$ cat config.mk
export PLATFORM = sky130hd
export DESIGN_NAME = circular_deque
export DESIGN_NICKNAME = d
export VERILOG_FILES = /design/src/hdl/cdq_pkg.sv /design/src/hdl/cdq_cell.sv /design/src/hdl/circular_deque.sv
export SDC_FILE = /design/constraint.sdc
export NUM_CORES = 2
export LEC_CHECK = 0
export BUFFER_PORTS_ARGS = -buffer_cell sky130_fd_sc_hd__buf_2
export CAP_MARGIN = 20
export CELL_PAD_IN_SITES_DETAIL_PLACEMENT = 1
export CELL_PAD_IN_SITES_GLOBAL_PLACEMENT = 2
export CORE_UTILIZATION = 43
export DETAILED_ROUTE_END_ITERATION = 10
export PLACE_DENSITY_LB_ADDON = 0.2
export SETUP_SLACK_MARGIN = 0.4
export SLEW_MARGIN = 20
export SYNTH_ARGS = -nofsm -noshare
export SYNTH_HDL_FRONTEND = slang
export SYNTH_HIERARCHICAL = 1
export SYNTH_SLANG_ARGS = --single-unit
$ cat constraint.sdc
create_clock -name clock -period 9.6 [get_ports clock]
set_input_delay 1.44 -clock clock [delete_from_list [all_inputs] [get_ports clock]]
set_output_delay 1.44 -clock clock [all_outputs]
set_load 0.03 [all_outputs]
$ cat src/hdl/cdq_pkg.sv
`default_nettype none
package cdq_pkg;

   localparam int DATA_W        = 32;
   localparam int OCC_W         = 5;
   localparam int DEPTH_DEFAULT = 32;
   localparam int CNT_W_DEFAULT = $clog2(DEPTH_DEFAULT);

   typedef enum logic [1:0] {
      KIND_PUSH_REAR  = 2'd0,
      KIND_PUSH_FRONT = 2'd1,
      KIND_POP_FRONT  = 2'd2,
      KIND_POP_REAR   = 2'd3
   } kind_type;

   typedef enum logic [1:0] {
      STATUS_OK    = 2'd0,
      STATUS_FULL  = 2'd1,
      STATUS_EMPTY = 2'd2
   } status_type;

   // What every cell of one chain does in a cycle.
   typedef enum logic [1:0] {
      OP_HOLD   = 2'd0,
      OP_INSERT = 2'd1,
      OP_DELETE = 2'd2,
      OP_APPEND = 2'd3
   } cell_op_type;

   typedef struct packed {
      cell_op_type              f_op;
      cell_op_type              r_op;
      logic signed [DATA_W-1:0] value;
   } ctl_type;

endpackage
`default_nettype wire

$ cat src/hdl/cdq_cell.sv
`default_nettype none
// One slot position of both chains: the front-ordered chain (front item in
// cell 0) and the rear-ordered chain (rear item in cell 0).
module cdq_cell #(
   parameter int CW  = cdq_pkg::CNT_W_DEFAULT,
   parameter int IDX = 0
) (
   input  wire                               clock,
   input  wire  cdq_pkg::ctl_type            ctl,
   input  wire         [CW-1:0]              held,
   input  wire  signed [cdq_pkg::DATA_W-1:0] prev_f,
   input  wire  signed [cdq_pkg::DATA_W-1:0] next_f,
   input  wire  signed [cdq_pkg::DATA_W-1:0] prev_r,
   input  wire  signed [cdq_pkg::DATA_W-1:0] next_r,
   output logic signed [cdq_pkg::DATA_W-1:0] f_out,
   output logic signed [cdq_pkg::DATA_W-1:0] r_out
);

   logic signed [cdq_pkg::DATA_W-1:0] f_ff, f_in;
   logic signed [cdq_pkg::DATA_W-1:0] r_ff, r_in;
   logic                              at_end;

   // This cell is the first free slot of a chain.
   assign at_end = (held == CW'(IDX));

   always_comb begin
      unique case (ctl.f_op)
         cdq_pkg::OP_INSERT: f_in = prev_f;
         cdq_pkg::OP_DELETE: f_in = next_f;
         cdq_pkg::OP_APPEND: f_in = at_end ? ctl.value : f_ff;
         default:            f_in = f_ff;
      endcase
   end

   always_comb begin
      unique case (ctl.r_op)
         cdq_pkg::OP_INSERT: r_in = prev_r;
         cdq_pkg::OP_DELETE: r_in = next_r;
         cdq_pkg::OP_APPEND: r_in = at_end ? ctl.value : r_ff;
         default:            r_in = r_ff;
      endcase
   end

   always_ff @(posedge clock) begin
      f_ff <= f_in;
      r_ff <= r_in;
   end

   assign f_out = f_ff;
   assign r_out = r_ff;

endmodule
`default_nettype wire

$ cat src/hdl/circular_deque.sv
// Channel    Handshake               Ports
// request    start high, busy low    req_kind, req_value
// response   rsp_valid, one cycle    rsp_status, rsp_popped, rsp_occupancy
//
// One request per cycle; the response is registered and shows in the cycle after
// acceptance. Both ends of the queue sit at cell 0 of one of two shifting cell
// chains, so no request has to wait and busy stays low.
// Reset clears the count and the response strobe; slot contents are not reset.
// The response side cannot stall, so nothing is ever held back.
`default_nettype none
module circular_deque #(
   parameter int DEPTH = cdq_pkg::DEPTH_DEFAULT
) (
   input  wire                               clock,
   input  wire                               reset,
   input  wire                               start,
   output logic                              busy,
   input  wire         [1:0]                 req_kind,
   input  wire  signed [cdq_pkg::DATA_W-1:0] req_value,
   output logic                              rsp_valid,
   output logic        [1:0]                 rsp_status,
   output logic signed [cdq_pkg::DATA_W-1:0] rsp_popped,
   output logic        [cdq_pkg::OCC_W-1:0]  rsp_occupancy
);

   localparam int CW    = $clog2(DEPTH);
   localparam int NCELL = DEPTH - 1;

   logic [CW-1:0] held_ff, held_in;
   logic          accept;
   logic          full;
   logic          empty;

   cdq_pkg::ctl_type                  ctl;
   cdq_pkg::status_type               status_in;
   logic signed [cdq_pkg::DATA_W-1:0] popped_in;

   logic                              rsp_valid_ff;
   cdq_pkg::status_type               rsp_status_ff;
   logic signed [cdq_pkg::DATA_W-1:0] rsp_popped_ff;
   logic        [cdq_pkg::OCC_W-1:0]  rsp_occ_ff;

   logic signed [cdq_pkg::DATA_W-1:0] f_q [NCELL];
   logic signed [cdq_pkg::DATA_W-1:0] r_q [NCELL];

   assign busy   = 1'b0;
   assign accept = start && !busy;
   assign full   = (held_ff == CW'(DEPTH - 1));
   assign empty  = (held_ff == '0);

   always_comb begin
      ctl.f_op  = cdq_pkg::OP_HOLD;
      ctl.r_op  = cdq_pkg::OP_HOLD;
      ctl.value = req_value;
      status_in = cdq_pkg::STATUS_OK;
      popped_in = '0;
      held_in   = held_ff;
      if (accept) begin
         unique case (cdq_pkg::kind_type'(req_kind))
            cdq_pkg::KIND_PUSH_REAR: begin
               if (full) begin
                  status_in = cdq_pkg::STATUS_FULL;
               end else begin
                  ctl.f_op = cdq_pkg::OP_APPEND;
                  ctl.r_op = cdq_pkg::OP_INSERT;
                  held_in  = held_ff + CW'(1);
               end
            end
            cdq_pkg::KIND_PUSH_FRONT: begin
               if (full) begin
                  status_in = cdq_pkg::STATUS_FULL;
               end else begin
                  ctl.f_op = cdq_pkg::OP_INSERT;
                  ctl.r_op = cdq_pkg::OP_APPEND;
                  held_in  = held_ff + CW'(1);
               end
            end
            cdq_pkg::KIND_POP_FRONT: begin
               if (empty) begin
                  status_in = cdq_pkg::STATUS_EMPTY;
               end else begin
                  // rear chain just drops its last slot through the count
                  popped_in = f_q[0];
                  ctl.f_op  = cdq_pkg::OP_DELETE;
                  held_in   = held_ff - CW'(1);
               end
            end
            default: begin
               if (empty) begin
                  status_in = cdq_pkg::STATUS_EMPTY;
               end else begin
                  popped_in = r_q[0];
                  ctl.r_op  = cdq_pkg::OP_DELETE;
                  held_in   = held_ff - CW'(1);
               end
            end
         endcase
      end
   end

   for (genvar i = 0; i < NCELL; i++) begin : g_cell
      logic signed [cdq_pkg::DATA_W-1:0] prev_f, next_f, prev_r, next_r;

      if (i == 0) begin : g_first
         assign prev_f = req_value;
         assign prev_r = req_value;
      end else begin : g_mid
         assign prev_f = f_q[i-1];
         assign prev_r = r_q[i-1];
      end

      if (i == NCELL - 1) begin : g_last
         assign next_f = f_q[i];
         assign next_r = r_q[i];
      end else begin : g_inner
         assign next_f = f_q[i+1];
         assign next_r = r_q[i+1];
      end

      cdq_cell #(
         .CW  (CW),
         .IDX (i)
      ) u_cell (
         .clock  (clock),
         .ctl    (ctl),
         .held   (held_ff),
         .prev_f (prev_f),
         .next_f (next_f),
         .prev_r (prev_r),
         .next_r (next_r),
         .f_out  (f_q[i]),
         .r_out  (r_q[i])
      );
   end

   always_ff @(posedge clock) begin
      if (reset) begin
         held_ff      <= '0;
         rsp_valid_ff <= 1'b0;
      end else begin
         held_ff      <= held_in;
         rsp_valid_ff <= accept;
      end
      rsp_status_ff <= status_in;
      rsp_popped_ff <= popped_in;
      rsp_occ_ff    <= cdq_pkg::OCC_W'(held_in);
   end

   assign rsp_valid     = rsp_valid_ff;
   assign rsp_status    = rsp_status_ff;
   assign rsp_popped    = rsp_popped_ff;
   assign rsp_occupancy = rsp_occ_ff;

endmodule
`default_nettype wire

==> impl_metrics.csv <==
group,metric,value,unit
placed_design,place_congestion,0.8074,
timing,finClkSkew,33.98,ps
floorplanning,die_height,498.8,um
timing,hold_viol_final,0,
power,total_power,24.08,mW
drt,drt-initial-drc-count,6096,
timing,tightest_slew,1175,ps
placed_design,placed_cell_area,0.1089,sq mm
timing,rsz0062_at_grt,"no",
job,cap_viol_max_count,0,
outcome,status,"finished clean",
drt,detail-route-antenna-nets,0,
grt,gr-total-overflow,0,
timing,setup-violations-final,0,
drt,via_per_inst,5.944,
floorplanning,fp.dieW,498.8,um
grt,gr-usage-all-layers,25.49,%
floorplanning,io-pin-count,78,
placed_design,io_buffers,76,
timing,period_share,50.23,%
cts,clk_latency,890,ps
cts,clk_pin_slew,60,ps
floorplanning,rows,182,
timing,finalSetupTns,0,ps
timing,slew_headroom,21.69,%
critical_path,worstSetupStartpointType,"flop",
floorplanning,initial_core_util,43.19,%
grt,grt_pass1_vias,82189,
final_layout,drive_gt1_share,8.313,%
final_layout,fin_area,0.1161,sq mm
yosys,syn_nets,10648,
final_layout,mostFrequentLayoutCells,"nand2_1 (2476), edfxtp_1 (1984), a21oi_1 (1477)",
critical_path,required,10100,ps
cts,cts_made_buffers,229,
yosys,synth_edf_count,1984,
critical_path,critPathKind,"reg -> reg",
cts,cts-root-buf,"clkbuf_16",
drt,dr.pass1.iters,5,
yosys,avgSynthCellArea,10.15,sq um
grt,grt_pass1_wl,505700,um
yosys,ys_seq_area_share,56.99,%
yosys,synth_async_sr_flop_share,0,%
critical_path,cp-end-kind,"flop",
drt,vias,80791,
final_layout,syn2layout_area_growth,9.441,%
placed_design,dp_hpwl,223500,um
drt,drcViolationCount,0,
yosys,synth_cell_types,59,
cts,clkSinkCount,2029,
placed_design,numPlacedInstances,13162,
hold_path,hold_class,"reg -> reg",
yosys,ys_ff_latch,2029,
power,ir_drop,0.1406,mV
timing,drv_slew,0,
yosys,yosys_warnings,6,
floorplanning,die_area,0.2488,sq mm
yosys,synth_area,0.1061,sq mm
grt,grt_max_degree,123,
yosys,yosys_most_used_dff,"edfxtp_1",
power,p_leak,41.62,nW
cts,postCtsSetupBuffers,0,
cts,htree_levels,4,
cts,cts_resized,0,
grt,grt_antenna_before_repair,6,
drt,post_drt_wl_per_cell,23.81,um
final_layout,final_common_cell,"nand2_1",
cts,cts_max_path_buffers,3,
floorplanning,core,0.2457,sq mm
final_layout,num-nets-final,10374,
critical_path,critPathMaxFanout,38,
critical_path,arrival,5320,ps
power,powerDensity,207.3,mW/mm^2
timing,fin_crit,4823,ps
final_layout,final_util,47.27,%
final_layout,fin_cells,13593,
timing,timing.fmax,0.2074,GHz
yosys,synth_cells,10453,
cts,tritoncts,"done",
cts,ctsHoldBuffers,0,
drt,wirelength,323700,um
==> where the power goes <==
part	leakage [nW]	switching, mW	total [mW]	internal [mW]
registers	19.3	0.733	12.1	11.4
logic	18.9	2.36	3.55	1.18
clock network	3.46	3.65	8.44	4.79
total	41.6	6.75	24.1	17.3
==> state kept, by name, summed over array words and instances (netlist names) <==
register             cells
rsp_valid                1
g_cell.u_cell/r_out    992
rsp_status               2
g_cell.u_cell/f_out    992
rsp_popped              32
held_ff                  5
rsp_occupancy            5
==> metrics by stage <==
stage | hold slack, ps | worst slack [ps]
after CTS | 545.6 | 4501
after global routing | 572.8 | 4466
after detailed placement | 518.4 | 3954
final | 538.4 | 4777
after global placement | 503.0 | 4209
after floorplan | 474.0 | 1460
==> logic make-up (layout without fill, tap and decap cells) <==
group	Yosys count	count (layout)	synth area share, %
other cells	1	5	0.003533
flops	2029	2029	56.99
fa+ha+maj	158	158	1.863
xor+xnor	1	1	0.008254
buf+inv	940	856	4.619
mux	72	72	0.6838
compound gates	3529	3529	20.76
simple gates	3723	3723	15.08
==> path summary, 6_finish.rpt <==
check	start	end	slack (ps)	depth (start not counted)
setup reg to reg	held_ff[0]	g_cell[29].u_cell/f_out[29]	4780	13
setup / recovery	held_ff[0]	g_cell[29].u_cell/f_out[29]	4780	13
hold reg to reg	g_cell[0].u_cell/r_out[24]	rsp_popped[24]	540	2
hold / removal	g_cell[0].u_cell/r_out[24]	rsp_popped[24]	540	2
==> area by class of cell <==
class | instances | area (sq um)
Multi-Input combinational cell | 7484 | 41520
Clock inverter | 108 | 764.5
Inverter | 96 | 360.3
Antenna cell | 4 | 10.01
Clock buffer | 313 | 6296
Tap cell | 3220 | 4029
Sequential cell | 2029 | 60480
Fill cell | 26755 | 129600
Timing Repair Buffer | 339 | 2688
==> critical path, stage by stage, from the launching register on <==
cell and delay (ps):
dfxtp_1 310, buf_4 370, inv_1 200, ha_1 290, nand2b_1 130, nor3_1 90
a21oi_2 280, nor2b_4 640, buf_4 560, ha_1 250, buf_4 440, nand3_1 190
o22ai_4 140, buf_4 460
==> metal layers <==
metal	GRT usage [%]	share of wire [%]	wire [um]	vias to the layer above
met3	2.876	4.3	13840	405
met5	0	0.0040	13	-
met1	34.94	46	147600	40450
met2	42.19	47	152700	1904
li1	-	-	-	38030
met4	7.965	2.9	9512	2
==> cells in the mapped netlist, types with 71 or more instances <==
cell type  instances  share of area, %
edfxtp_1        1984                56
nand2_1         2476               8.8
a22oi_1          960               6.8
clkbuf_1         342               1.2
nor2b_1          487               2.9
buf_4             90              0.64
o21ai_0          542               2.6
a21oi_1         1477               7.0
nor2_1           546               1.9
inv_1             94              0.33
mux2i_1           71              0.67
ha_1             158               1.9
a311oi_1         479               4.0
buf_2            299               1.4
buf_6             75              0.80
No activity file was read; power rests on OpenSTA's default activity.
